**config.mk**
```make
export PLATFORM = sky130hd
export DESIGN_NAME = pid_controller_step
export DESIGN_NICKNAME = d
export VERILOG_FILES = /design/src/hdl/pid_pkg.sv /design/src/hdl/pid_controller_step.sv /design/src/hdl/pid_serial_unit.sv
export SDC_FILE = /design/constraint.sdc
export NUM_CORES = 2
export LEC_CHECK = 0
export ABC_CLOCK_PERIOD_IN_PS = 8610
export BUFFER_PORTS_ARGS = -buffer_cell sky130_fd_sc_hd__buf_2
export CAP_MARGIN = 0
export CORE_MARGIN = 8
export CORE_UTILIZATION = 30
export DETAILED_ROUTE_END_ITERATION = 10
export RECOVER_POWER = 50
export SLEW_MARGIN = 10
export SYNTH_ARGS = -nofsm -noshare
export SYNTH_HDL_FRONTEND = slang
export SYNTH_HIERARCHICAL = 1
export SYNTH_SLANG_ARGS = --single-unit
```
**constraint.sdc**
```tcl
create_clock -name i_clk -period 8.61 [get_ports i_clk]
set_input_delay 0.861 -clock i_clk [delete_from_list [all_inputs] [get_ports i_clk]]
set_output_delay 0.861 -clock i_clk [all_outputs]
set_load 0.02 [all_outputs]
```
**src/hdl/pid_pkg.sv**
```systemverilog
// Package with types, constants and codes for the PID controller step.
package pid_pkg;

    // Field widths.
    localparam int DATA_W   = 32;
    localparam int DT_W     = 24;
    localparam int ACC_W    = 48;

    // Shared serial unit widths and step counts.
    localparam int SU_W      = 80;
    localparam int SU_B_W    = 48;
    localparam int SU_CNT_W  = 6;
    localparam int MUL_DT_STEPS   = DT_W;
    localparam int MUL_GAIN_STEPS = DATA_W;
    localparam int DIV_STEPS      = SU_B_W;

    // Width of the running sum of the three gain terms.
    localparam int TERM_W = SU_W - 16;
    localparam int SUM_W  = TERM_W + 2;

    // Saturation limits.
    localparam logic [DATA_W-1:0] MAX32 = {1'b0, {(DATA_W-1){1'b1}}};
    localparam logic [DATA_W-1:0] MIN32 = {1'b1, {(DATA_W-1){1'b0}}};
    localparam logic [ACC_W-1:0]  MAX48 = {1'b0, {(ACC_W-1){1'b1}}};
    localparam logic [ACC_W-1:0]  MIN48 = {1'b1, {(ACC_W-1){1'b0}}};

    // Configuration register indexes.
    localparam int CFG_IDX_W = 2;
    localparam logic [CFG_IDX_W-1:0] CFG_GAIN_P = 2'd0;
    localparam logic [CFG_IDX_W-1:0] CFG_GAIN_I = 2'd1;
    localparam logic [CFG_IDX_W-1:0] CFG_GAIN_D = 2'd2;
    localparam logic [CFG_IDX_W-1:0] CFG_TARGET = 2'd3;

    // Operation of the shared serial unit.
    typedef enum logic {
        SU_MUL,
        SU_DIV
    } t_su_op;

    // Command from the sequencer to the shared serial unit.
    typedef struct packed {
        logic                start;
        t_su_op              op;
        logic                b_signed;
        logic [SU_CNT_W-1:0] last_idx;
    } t_su_cmd;

    // Sequencer states.
    typedef enum logic [2:0] {
        S_IDLE,
        S_ERROR,
        S_INT_MUL,
        S_DIV,
        S_P_MUL,
        S_I_MUL,
        S_D_MUL,
        S_SUM
    } t_state;

endpackage

```
**src/hdl/pid_controller_step.sv**
```systemverilog
// Top level of the fixed-point PID controller step with its sequencer.
//
//  channel   | handshake                     | payload
//  ----------+-------------------------------+------------------------------------
//  input     | i_in_valid / o_in_ready       | i_measured, i_step_time
//  result    | o_out_valid / i_out_ready     | o_drive, o_clipped, o_zero_step
//  config    | i_cfg_we (no wait)            | i_cfg_index, i_cfg_data
//
// Each beat runs from acceptance to its result through the bit-serial shared unit:
// 24 multiply steps for the integral, 48 restoring-divide steps for the derivative
// and 32 steps for each gain product; the divide is skipped when step_time is zero.
// o_in_ready is high only while the sequencer is idle; a finished result waits in
// the output register, so the next beat is taken while the last result is stalled.
// Reset is synchronous and clears gains, setpoint, integral and last error.
module pid_controller_step (
    input  logic                              i_clk,
    input  logic                              i_rst_n,
    input  logic                              i_in_valid,
    output logic                              o_in_ready,
    input  logic signed [pid_pkg::DATA_W-1:0] i_measured,
    input  logic        [pid_pkg::DT_W-1:0]   i_step_time,
    output logic                              o_out_valid,
    input  logic                              i_out_ready,
    output logic signed [pid_pkg::DATA_W-1:0] o_drive,
    output logic                              o_clipped,
    output logic                              o_zero_step,
    input  logic                              i_cfg_we,
    input  logic [pid_pkg::CFG_IDX_W-1:0]     i_cfg_index,
    input  logic [pid_pkg::DATA_W-1:0]        i_cfg_data
);

    localparam int DW = pid_pkg::DATA_W;
    localparam int AW = pid_pkg::ACC_W;
    localparam int UW = pid_pkg::SU_W;
    localparam int BW = pid_pkg::SU_B_W;
    localparam int TW = pid_pkg::TERM_W;
    localparam int SW = pid_pkg::SUM_W;

    // Configuration registers.
    logic [DW-1:0] r_gain_p, r_gain_i, r_gain_d, r_target;

    // Sequencer and item state.
    pid_pkg::t_state     r_state, n_state;
    logic [DW-1:0]       r_meas, n_meas;
    logic [pid_pkg::DT_W-1:0] r_dt, n_dt;
    logic [DW-1:0]       r_err, n_err;
    logic [DW-1:0]       r_last, n_last;
    logic [AW-1:0]       r_accum, n_accum;
    logic [AW-1:0]       r_deriv, n_deriv;
    logic [SW-1:0]       r_sum, n_sum;
    logic                r_clip, n_clip;
    logic                r_zstep, n_zstep;
    logic                r_out_valid, n_out_valid;
    logic [DW-1:0]       r_drive, n_drive;
    logic                r_out_clip, n_out_clip;
    logic                r_out_zstep, n_out_zstep;

    // Shared unit connections.
    pid_pkg::t_su_cmd    su_cmd;
    logic [UW-1:0]       su_a;
    logic [BW-1:0]       su_b;
    logic                su_done;
    logic [UW-1:0]       su_result;

    // Arithmetic around the shared unit.
    logic [DW:0]         err_wide;
    logic                err_ovf;
    logic [DW-1:0]       err_sat;
    logic [39:0]         int_inc;
    logic [AW:0]         acc_wide;
    logic                acc_ovf;
    logic [AW-1:0]       acc_sat;
    logic [DW:0]         diff_wide;
    logic [DW:0]         diff_mag;
    logic [AW:0]         der_wide;
    logic                der_ovf;
    logic [AW-1:0]       der_sat;
    logic [SW-1:0]       term;
    logic [SW-1:0]       sum_next;
    logic                drv_ovf;
    logic [DW-1:0]       drv_sat;

    pid_serial_unit u_su (
        .i_clk    (i_clk),
        .i_rst_n  (i_rst_n),
        .i_cmd    (su_cmd),
        .i_a      (su_a),
        .i_b      (su_b),
        .i_d      (r_dt),
        .o_done   (su_done),
        .o_result (su_result)
    );

    // Error, integral, derivative and output saturation.
    always_comb begin
        err_wide = {r_target[DW-1], r_target} - {r_meas[DW-1], r_meas};
        err_ovf  = err_wide[DW] ^ err_wide[DW-1];
        err_sat  = err_ovf ? (err_wide[DW] ? pid_pkg::MIN32 : pid_pkg::MAX32)
                           : err_wide[DW-1:0];

        int_inc  = su_result[55:16];
        acc_wide = {r_accum[AW-1], r_accum} + {{(AW+1-40){int_inc[39]}}, int_inc};
        acc_ovf  = acc_wide[AW] ^ acc_wide[AW-1];
        acc_sat  = acc_ovf ? (acc_wide[AW] ? pid_pkg::MIN48 : pid_pkg::MAX48)
                           : acc_wide[AW-1:0];

        diff_wide = {r_err[DW-1], r_err} - {r_last[DW-1], r_last};
        diff_mag  = diff_wide[DW] ? (~diff_wide + 1'b1) : diff_wide;
        der_wide  = diff_wide[DW] ? (~{1'b0, su_result[AW-1:0]} + 1'b1)
                                  : {1'b0, su_result[AW-1:0]};
        der_ovf   = der_wide[AW] ^ der_wide[AW-1];
        der_sat   = der_ovf ? (der_wide[AW] ? pid_pkg::MIN48 : pid_pkg::MAX48)
                            : der_wide[AW-1:0];

        term     = {{(SW-TW){su_result[UW-1]}}, su_result[UW-1:16]};
        sum_next = r_sum + term;

        drv_ovf  = !((r_sum[SW-1:DW-1] == '0) || (r_sum[SW-1:DW-1] == '1));
        drv_sat  = drv_ovf ? (r_sum[SW-1] ? pid_pkg::MIN32 : pid_pkg::MAX32)
                           : r_sum[DW-1:0];
    end

    // Sequencer: next state, unit commands and register updates.
    always_comb begin
        n_state     = r_state;
        n_meas      = r_meas;
        n_dt        = r_dt;
        n_err       = r_err;
        n_last      = r_last;
        n_accum     = r_accum;
        n_deriv     = r_deriv;
        n_sum       = r_sum;
        n_clip      = r_clip;
        n_zstep     = r_zstep;
        n_drive     = r_drive;
        n_out_clip  = r_out_clip;
        n_out_zstep = r_out_zstep;
        n_out_valid = r_out_valid && !i_out_ready;
        su_cmd.start    = 1'b0;
        su_cmd.op       = pid_pkg::SU_MUL;
        su_cmd.b_signed = 1'b1;
        su_cmd.last_idx = pid_pkg::SU_CNT_W'(pid_pkg::MUL_GAIN_STEPS - 1);
        su_a            = '0;
        su_b            = '0;

        case (r_state)
            pid_pkg::S_IDLE: begin
                if (i_in_valid) begin
                    n_meas  = i_measured;
                    n_dt    = i_step_time;
                    n_state = pid_pkg::S_ERROR;
                end
            end
            pid_pkg::S_ERROR: begin
                // Saturated error, then error times step_time.
                n_err   = err_sat;
                n_clip  = err_ovf;
                n_zstep = (r_dt == '0);
                su_cmd.start    = 1'b1;
                su_cmd.b_signed = 1'b0;
                su_cmd.last_idx = pid_pkg::SU_CNT_W'(pid_pkg::MUL_DT_STEPS - 1);
                su_a    = {{(UW-DW){err_sat[DW-1]}}, err_sat};
                su_b    = {{(BW-pid_pkg::DT_W){1'b0}}, r_dt};
                n_state = pid_pkg::S_INT_MUL;
            end
            pid_pkg::S_INT_MUL: begin
                if (su_done) begin
                    n_accum = acc_sat;
                    n_clip  = r_clip | acc_ovf;
                    su_cmd.start = 1'b1;
                    if (r_zstep) begin
                        // No derivative for a zero step time.
                        n_deriv = '0;
                        su_a    = {{(UW-DW){r_err[DW-1]}}, r_err};
                        su_b    = {{(BW-DW){r_gain_p[DW-1]}}, r_gain_p};
                        n_state = pid_pkg::S_P_MUL;
                    end else begin
                        su_cmd.op       = pid_pkg::SU_DIV;
                        su_cmd.b_signed = 1'b0;
                        su_cmd.last_idx = pid_pkg::SU_CNT_W'(pid_pkg::DIV_STEPS - 1);
                        su_b    = {diff_mag[DW-1:0], 16'b0};
                        n_state = pid_pkg::S_DIV;
                    end
                end
            end
            pid_pkg::S_DIV: begin
                if (su_done) begin
                    n_deriv = der_sat;
                    n_clip  = r_clip | der_ovf;
                    su_cmd.start = 1'b1;
                    su_a    = {{(UW-DW){r_err[DW-1]}}, r_err};
                    su_b    = {{(BW-DW){r_gain_p[DW-1]}}, r_gain_p};
                    n_state = pid_pkg::S_P_MUL;
                end
            end
            pid_pkg::S_P_MUL: begin
                if (su_done) begin
                    n_sum   = term;
                    su_cmd.start = 1'b1;
                    su_a    = {{(UW-AW){r_accum[AW-1]}}, r_accum};
                    su_b    = {{(BW-DW){r_gain_i[DW-1]}}, r_gain_i};
                    n_state = pid_pkg::S_I_MUL;
                end
            end
            pid_pkg::S_I_MUL: begin
                if (su_done) begin
                    n_sum   = sum_next;
                    su_cmd.start = 1'b1;
                    su_a    = {{(UW-AW){r_deriv[AW-1]}}, r_deriv};
                    su_b    = {{(BW-DW){r_gain_d[DW-1]}}, r_gain_d};
                    n_state = pid_pkg::S_D_MUL;
                end
            end
            pid_pkg::S_D_MUL: begin
                if (su_done) begin
                    n_sum   = sum_next;
                    n_state = pid_pkg::S_SUM;
                end
            end
            pid_pkg::S_SUM: begin
                // Hand the result to the output register once it is free.
                if (!r_out_valid || i_out_ready) begin
                    n_drive     = drv_sat;
                    n_out_clip  = r_clip | drv_ovf;
                    n_out_zstep = r_zstep;
                    n_out_valid = 1'b1;
                    n_last      = r_err;
                    n_state     = pid_pkg::S_IDLE;
                end
            end
            default: begin
                n_state = pid_pkg::S_IDLE;
            end
        endcase
    end

    // Control state and controller state.
    always_ff @(posedge i_clk) begin
        if (!i_rst_n) begin
            r_state     <= pid_pkg::S_IDLE;
            r_out_valid <= 1'b0;
            r_accum     <= '0;
            r_last      <= '0;
        end else begin
            r_state     <= n_state;
            r_out_valid <= n_out_valid;
            r_accum     <= n_accum;
            r_last      <= n_last;
        end
    end

    // Item payload registers.
    always_ff @(posedge i_clk) begin
        r_meas      <= n_meas;
        r_dt        <= n_dt;
        r_err       <= n_err;
        r_deriv     <= n_deriv;
        r_sum       <= n_sum;
        r_clip      <= n_clip;
        r_zstep     <= n_zstep;
        r_drive     <= n_drive;
        r_out_clip  <= n_out_clip;
        r_out_zstep <= n_out_zstep;
    end

    // Configuration writes.
    always_ff @(posedge i_clk) begin
        if (!i_rst_n) begin
            r_gain_p <= '0;
            r_gain_i <= '0;
            r_gain_d <= '0;
            r_target <= '0;
        end else if (i_cfg_we) begin
            case (i_cfg_index)
                pid_pkg::CFG_GAIN_P: r_gain_p <= i_cfg_data;
                pid_pkg::CFG_GAIN_I: r_gain_i <= i_cfg_data;
                pid_pkg::CFG_GAIN_D: r_gain_d <= i_cfg_data;
                pid_pkg::CFG_TARGET: r_target <= i_cfg_data;
                default: begin
                end
            endcase
        end
    end

    assign o_in_ready  = (r_state == pid_pkg::S_IDLE);
    assign o_out_valid = r_out_valid;
    assign o_drive     = r_drive;
    assign o_clipped   = r_out_clip;
    assign o_zero_step = r_out_zstep;

endmodule

```
**src/hdl/pid_serial_unit.sv**
```systemverilog
// Bit-serial shared unit: shift-add multiply and restoring divide on one adder.
module pid_serial_unit (
    input  logic                         i_clk,
    input  logic                         i_rst_n,
    input  pid_pkg::t_su_cmd             i_cmd,
    input  logic [pid_pkg::SU_W-1:0]     i_a,
    input  logic [pid_pkg::SU_B_W-1:0]   i_b,
    input  logic [pid_pkg::DT_W-1:0]     i_d,
    output logic                         o_done,
    output logic [pid_pkg::SU_W-1:0]     o_result
);

    logic                           r_busy;
    logic                           r_done;
    pid_pkg::t_su_op                r_op;
    logic                           r_neg;
    logic [pid_pkg::SU_CNT_W-1:0]   r_cnt;
    logic [pid_pkg::SU_W-1:0]       r_acc;
    logic [pid_pkg::SU_W-1:0]       r_a;
    logic [pid_pkg::SU_B_W-1:0]     r_b;
    logic [pid_pkg::DT_W-1:0]       r_d;
    logic [pid_pkg::DT_W-1:0]       r_rem;

    logic                           last_step;
    logic [pid_pkg::DT_W:0]         rem_sh;
    logic [pid_pkg::SU_W-1:0]       add_x;
    logic [pid_pkg::SU_W-1:0]       add_y;
    logic                           add_c;
    logic [pid_pkg::SU_W-1:0]       add_s;
    logic                           q_bit;

    // Operand selection for the one shared adder.
    always_comb begin
        last_step = (r_cnt == '0);
        rem_sh    = {r_rem, r_b[pid_pkg::SU_B_W-1]};
        if (r_op == pid_pkg::SU_MUL) begin
            add_x = r_acc;
            if (r_b[0]) begin
                // The sign bit of a signed multiplier carries negative weight.
                add_y = (r_neg && last_step) ? ~r_a : r_a;
                add_c = r_neg && last_step;
            end else begin
                add_y = '0;
                add_c = 1'b0;
            end
        end else begin
            // Trial subtract of the divisor from the shifted remainder.
            add_x = {{(pid_pkg::SU_W-pid_pkg::DT_W-1){1'b0}}, rem_sh};
            add_y = ~{{(pid_pkg::SU_W-pid_pkg::DT_W){1'b0}}, r_d};
            add_c = 1'b1;
        end
        add_s = add_x + add_y + {{(pid_pkg::SU_W-1){1'b0}}, add_c};
        q_bit = ~add_s[pid_pkg::SU_W-1];
    end

    // Control registers.
    always_ff @(posedge i_clk) begin
        if (!i_rst_n) begin
            r_busy <= 1'b0;
            r_done <= 1'b0;
        end else begin
            r_done <= !i_cmd.start && r_busy && last_step;
            if (i_cmd.start) begin
                r_busy <= 1'b1;
            end else if (r_busy && last_step) begin
                r_busy <= 1'b0;
            end
        end
    end

    // Datapath registers: load on start, one step per busy cycle.
    always_ff @(posedge i_clk) begin
        if (i_cmd.start) begin
            r_op  <= i_cmd.op;
            r_neg <= i_cmd.b_signed;
            r_cnt <= i_cmd.last_idx;
            r_acc <= '0;
            r_a   <= i_a;
            r_b   <= i_b;
            r_d   <= i_d;
            r_rem <= '0;
        end else if (r_busy) begin
            r_cnt <= r_cnt - 1'b1;
            if (r_op == pid_pkg::SU_MUL) begin
                r_acc <= add_s;
                r_a   <= {r_a[pid_pkg::SU_W-2:0], 1'b0};
                r_b   <= {1'b0, r_b[pid_pkg::SU_B_W-1:1]};
            end else begin
                r_acc <= {r_acc[pid_pkg::SU_W-2:0], q_bit};
                r_b   <= {r_b[pid_pkg::SU_B_W-2:0], 1'b0};
                r_rem <= q_bit ? add_s[pid_pkg::DT_W-1:0] : rem_sh[pid_pkg::DT_W-1:0];
            end
        end
    end

    assign o_done   = r_done;
    assign o_result = r_acc;

endmodule

```
== After elaboration in Yosys (flattened, before gate mapping) ==
Cells that the tools add are included.
Word-level totals
  register bits: 716
  bits of input ports: 95
  output and inout port bits: 36
  word-level logic and storage cells: 171
Cells by class
  add/sub/neg operators: 9
  equality and inequality tests: 21
  multiplexer cells: 66
  bitwise logic cells: 11
  reduce and logical (&&, ||, !) cells: 36
Operators with widths (number)
  80-bit two-way mux: 13
  48-bit two-way mux: 15
  80-bit case mux with 5 select lines: 1
  48-bit case mux with 5 select lines: 1
  32-bit two-way mux: 5
  66-bit two-way mux: 2
  66-bit case mux with 2 select lines: 1
  48-bit case mux with 2 select lines: 1
  80-bit by 1-bit adder with 80-bit output: 1
  80-bit adder: 1
  24-bit NOT with 80-bit output: 1
  80-bit NOT: 1
  66-bit adder: 1
  32-bit by 32-bit subtractor with 33-bit output: 2
  48-bit by 40-bit adder with 49-bit output: 1
  49-bit by 1-bit adder with 49-bit output, second input constant: 1
  49-bit two-way mux: 1
  48-bit NOT with 49-bit output: 1
  35-bit == test, second input constant: 1
  35-bit zero test: 1
  32-bit by 1-bit adder with 32-bit output, second input constant: 1
  32-bit NOT: 1
  24-bit zero test: 1
  24-bit two-way mux: 1
  other kinds (33): 87

== Logic depth before layout (Yosys ltp) ==
  depth after elaboration: 9
  mapped depth: 22
  depth with buffers taken out: 19

== Modules after synthesis ==
Netlist, hierarchy kept.
Modules (own cells, without submodules)
  pid_controller_step: times used 1, cells each 3693, area an instance 31216.2 um^2, seq. area each 11390.9 um^2
  pid_serial_unit: times used 1, cells each 1943, area an instance 17869.6 um^2, seq. area each 6926.6 um^2

== Least setup slack after synthesis ==
OpenSTA, ideal clock, no wires.
  path kind: register to register
  start: reg u_su.r_done (netlist: u_su/o_done)
  end: reg u_su/r_a[47] in the netlist's numbering, data pin
  setup time: 0.141 ns
  arrival time: 6.199 ns
  required time: 8.469 ns
  path slack: 2.269 ns
  cell stages (with the launch flop): 8
  buffers on the path: 2
  clock period less this slack: 6.341 ns
  path through: dfxtp_1 clkbuf_1 inv_1 clkbuf_1 nor3_1 a22oi_1 o21ai_0 mux2_2
On the way
  cells in the longest elaborated chain, start to end: 3
  elaborated cells between the ends (all ways): 9
  classes of those cells: 9 x mux
Ends and longest elaborated chain
  start, declared: line pid_serial_unit.sv:14  | logic r_done;
  start signal, assigned: line pid_serial_unit.sv:62  | r_done <= !i_cmd.start && r_busy && last_step;
  80-bit two-way mux, on equally long branches
  80-bit case mux with 5 select lines (*): line pid_controller_step.sv:146  | case (r_state)
  via su_a[47]: line pid_controller_step.sv:60  | logic [UW-1:0] su_a;
  80-bit two-way mux (*): line pid_serial_unit.sv:73  | if (i_cmd.start) begin
  end signal, assigned: line pid_serial_unit.sv:78  | r_a <= i_a;
  end signal, assigned: line pid_serial_unit.sv:86  | r_a <= {r_a[pid_pkg::SU_W-2:0], 1'b0};
  end, declared: line pid_serial_unit.sv:19  | logic [pid_pkg::SU_W-1:0] r_a;
Mark *: on every way through the listed nets, which the timed path passes. The rest lies on a longest branch.
A chain may end at the register's enable or synchronous reset.

==> impl_results.md <==
- Outcome: finished, violations left
- Failing checks: capacitance limit, slew limit
- Critical path arrival: 6.88 ns
- Crit-path cells: nor2b_1 > a211oi_1 > a21oi_1 > clkbuf_2 > buf_4 > mux2_2
- YS warnings: 6
- Worst vdd ir: 0.156 mV
- Synth cell types: 101
- Critical path startpoint category: register
- Rows: 148
- Root Driver: clkbuf_16
- Post-synth top area cell: edfxtp_1
- Hold bufs inserted after CTS: 0
- Sink Count: 716
- Mapped Cells: 5636
- Final cycle utilization of the critical path: 74.9%
- GR Util met2: 26.4%
- DRT iter0 DRCs: 4170
- Max Clk Rate: 155 MHz
- Total number of vias: 42300
- GRT overflow: 0
- Total Wirelength: 157000 um
- Clock Skew: 0.0426 ns
- Post-Syn Area: 49100 um2
- Logic pwr share: 43.2%
- Crit path max-delay family: buffers and inverters
- Least-Margin Pin Slew: 3.61 ns
- Hold EP: r_meas[15]
- CTS Buffer Depth: 3
- Reg2reg end: u_su/r_a[5]
- Total CTS buffers: 83
- Post-synth top cells: 763 x nand2_1, 588 x o21ai_0, 410 x a21oi_1
- Worst Hold Class: in2reg
- Clock power share: 23.7%
- Worst-skew pair later-pin latency: 0.71 ns
- Layer carrying the most global-route usage: met2
- Initial antenna violation count: 5
- MaxCap Viol Count: 16
- Die width: 421 um
- Layout cells sized above 1: 7.97%
- Mean Syn Cell Area: 8.71 um2
- Buffers & Inverters on Critical Path: 2
- Post-CTS Setup Inserts: 0
- Net Sw Frac: 41.7%
- Total Routing Usage GR: 17.0%
- Crit-path slowest cell: clkbuf_2
- Critical-path maximum fanout: 148
- Final GP Congestion: 0.925
- Top FF cell, synth: edfxtp_1
- Rel. slew slack: -141%
- Largest net degree at the start of global routing: 152
- Post-synth ARST share: 0%
- Unrepaired setup endpoints after global routing: false
- Layout area overhead: 10.9%
- DRT antenna net count: 0
- Worst EP required: 9.05 ns
- Sequential share of power: 33.1%
- Sequential area share after synthesis: 37.3%
- First-pass GRT wire length: 240000 um
- Reg-to-reg startpoint: r_state[0]
- I/O pin count: 131
- Max incr delay on CP: 2.29 ns
- Die ar.: 177000 um2
- Setup CP Type: reg2reg
- Area occupied by registers: 18300 um2
- Worst R2R Setup Slack: 2.17 ns
- Router iterations before antenna repair: 6
- Fin. Hold Viols: 0
- Cell-internal power: 9.10 mW
- Power Dens Cells: 287 nW/um2
- Crit. End Element: register
- CTS tree: built
- CTS H-tree lvls: 3
- Starting density of the core: 30.2%
- Post-layout minimum cycle time: 6.44 ns
- Hold wc startpoint: i_measured[15]
- Final setup viols: 0
- Pleak: 19.9 nW
- Sw Pwr: 6.50 mW
- Final net count: 5925
- Multi-input logic area: 28900 um2
- Yosys top cell area share: 24.3%
- Fin. max-slew vios: 756
- #FFs+latches synth: 716
- Met3 Use GR: 2.81%
- GR Util met1: 24.5%
- Port bufs: 130
- CTS resizes: 0
- Core box area: 163000 um2
- DR vias/cell: 5.42
- R2R depth: 6
- Count leader, synth: nand2_1
- Hold path depth: 1
- Clk pin slew, worst setup/hold paths: 0.06 ns
- Filler Cells Inserted: 17000
- Largest cells by area after synthesis: edfxtp_1 24%, dfxtp_1 13%, ha_1 6.7%
- HPWL after DPL: 115000 um
- Wire per inst: 20.2 um
- Die Ht: 421 um
- Vias in the first global route: 39900
- Drt drc: 0
- Setup TNS: 0 ns
- Post-synth EDFFs: 398
- Total Power: 15.6 mW
-- state kept, by name (all words and copies together), names as in the netlist, 3 cells and up --
name / cells
u_su/o_result: 80
u_su/r_a: 80
r_sum: 66
r_accum: 48
r_deriv: 48
u_su/r_b: 48
o_drive: 32
r_err: 32
r_gain_d: 32
r_gain_i: 32
r_gain_p: 32
r_last: 32
r_meas: 32
r_target: 32
r_dt: 24
u_su/r_d: 24
u_su/r_rem: 24
u_su/r_cnt: 6
r_state: 3
-- worst reg2reg max path, delay by kind of cell, from the launching register on --
family,cells,cell delay [ns]
simple gates,1,0.25
mux,1,0.44
compound gates,2,0.83
flops,1,1.14
buf+inv,2,3.51
-- how the worst max path moves through the flow --
| stage | end | startpoint | cells past startpoint |
|---|---|---|---|
| after floorplan | u_su/r_a[47] | u_su/o_done | 7 |
| after global placement | u_su/r_rem[22] | u_su/r_cnt[0] | 19 |
| after detailed placement | u_su/r_rem[5] | u_su/r_cnt[0] | 19 |
| after CTS | u_su/r_rem[5] | u_su/r_cnt[0] | 19 |
| after global routing | u_su/r_rem[5] | u_su/r_cnt[0] | 19 |
| final | u_su/r_a[5] | r_state[0] | 6 |
-- layout make-up --
class                      count  share of cell area [%]
clock buffer                 111                    4.20
multi-input combinational   4412                    53.2
tap                         2175                    5.00
timing repair buffer         194                    1.90
clock inverter                45                   0.995
inverter                     156                    1.08
sequential                   716                    33.7
antenna                        2                 0.00920
-- layout by cell type, fill, tap and decap left out, types with 80 or more instances in the layout --
cell,count
nand2_1,762
o21ai_0,587
a21oi_1,410
edfxtp_1,398
nor2_1,318
dfxtp_1,317
ha_1,261
xor2_1,215
a21o_1,174
a21boi_0,171
xnor2_1,169
inv_1,154
mux2i_1,145
mux2_2,106
nor2b_1,91
clkbuf_16,85
buf_2,82
clkbuf_1,80
-- layer usage --
layer | vias to the layer above | share of wire, %
met2 | 1419 | 44
met1 | 20300 | 47
met3 | 236 | 6.8
met4 | 4 | 2.7
li1 | 20300 | -
met5 | - | 0.013
-- cells by family after synthesis --
group	after synthesis	synth area share, %
compound gates	1851	23.7
flops	716	37.3
mux	251	5.39
simple gates	1610	14.9
buf+inv	510	3.99
fa+ha+maj	309	7.75
other cells	1	0.00764
xor+xnor	388	6.97
-- metrics by stage --
step / utilization, % / instance area, um2 / instances / hold WS [ns] / setup WS (ns)
finish: 33.5 / 54400 / 7811 / 0.331 / 2.17
global route: 33.5 / 54400 / 7809 / 0.291 / 1.71
CTS: 33.6 / 54600 / 7809 / 0.277 / 2.23
detailed placement: 31.8 / 51800 / 7653 / 0.457 / 2.28
global placement: 31.8 / 51800 / 7653 / 0.450 / 2.41
floorplan: - / 49100 / 5638 / 0.440 / 2.27
-- power by group through the flow --
stage                     Sequential (mW)  Clock (mW)  Combinational [mW]
final                                5.16        3.70                6.74
after CTS                            5.14        3.78                6.64
after floorplan                      4.78           0                5.02
after global placement               5.20           0                6.56
after detailed placement             5.21           0                6.60
after global routing                 5.21        3.91                7.40
(Power assumes the default switching activity.)
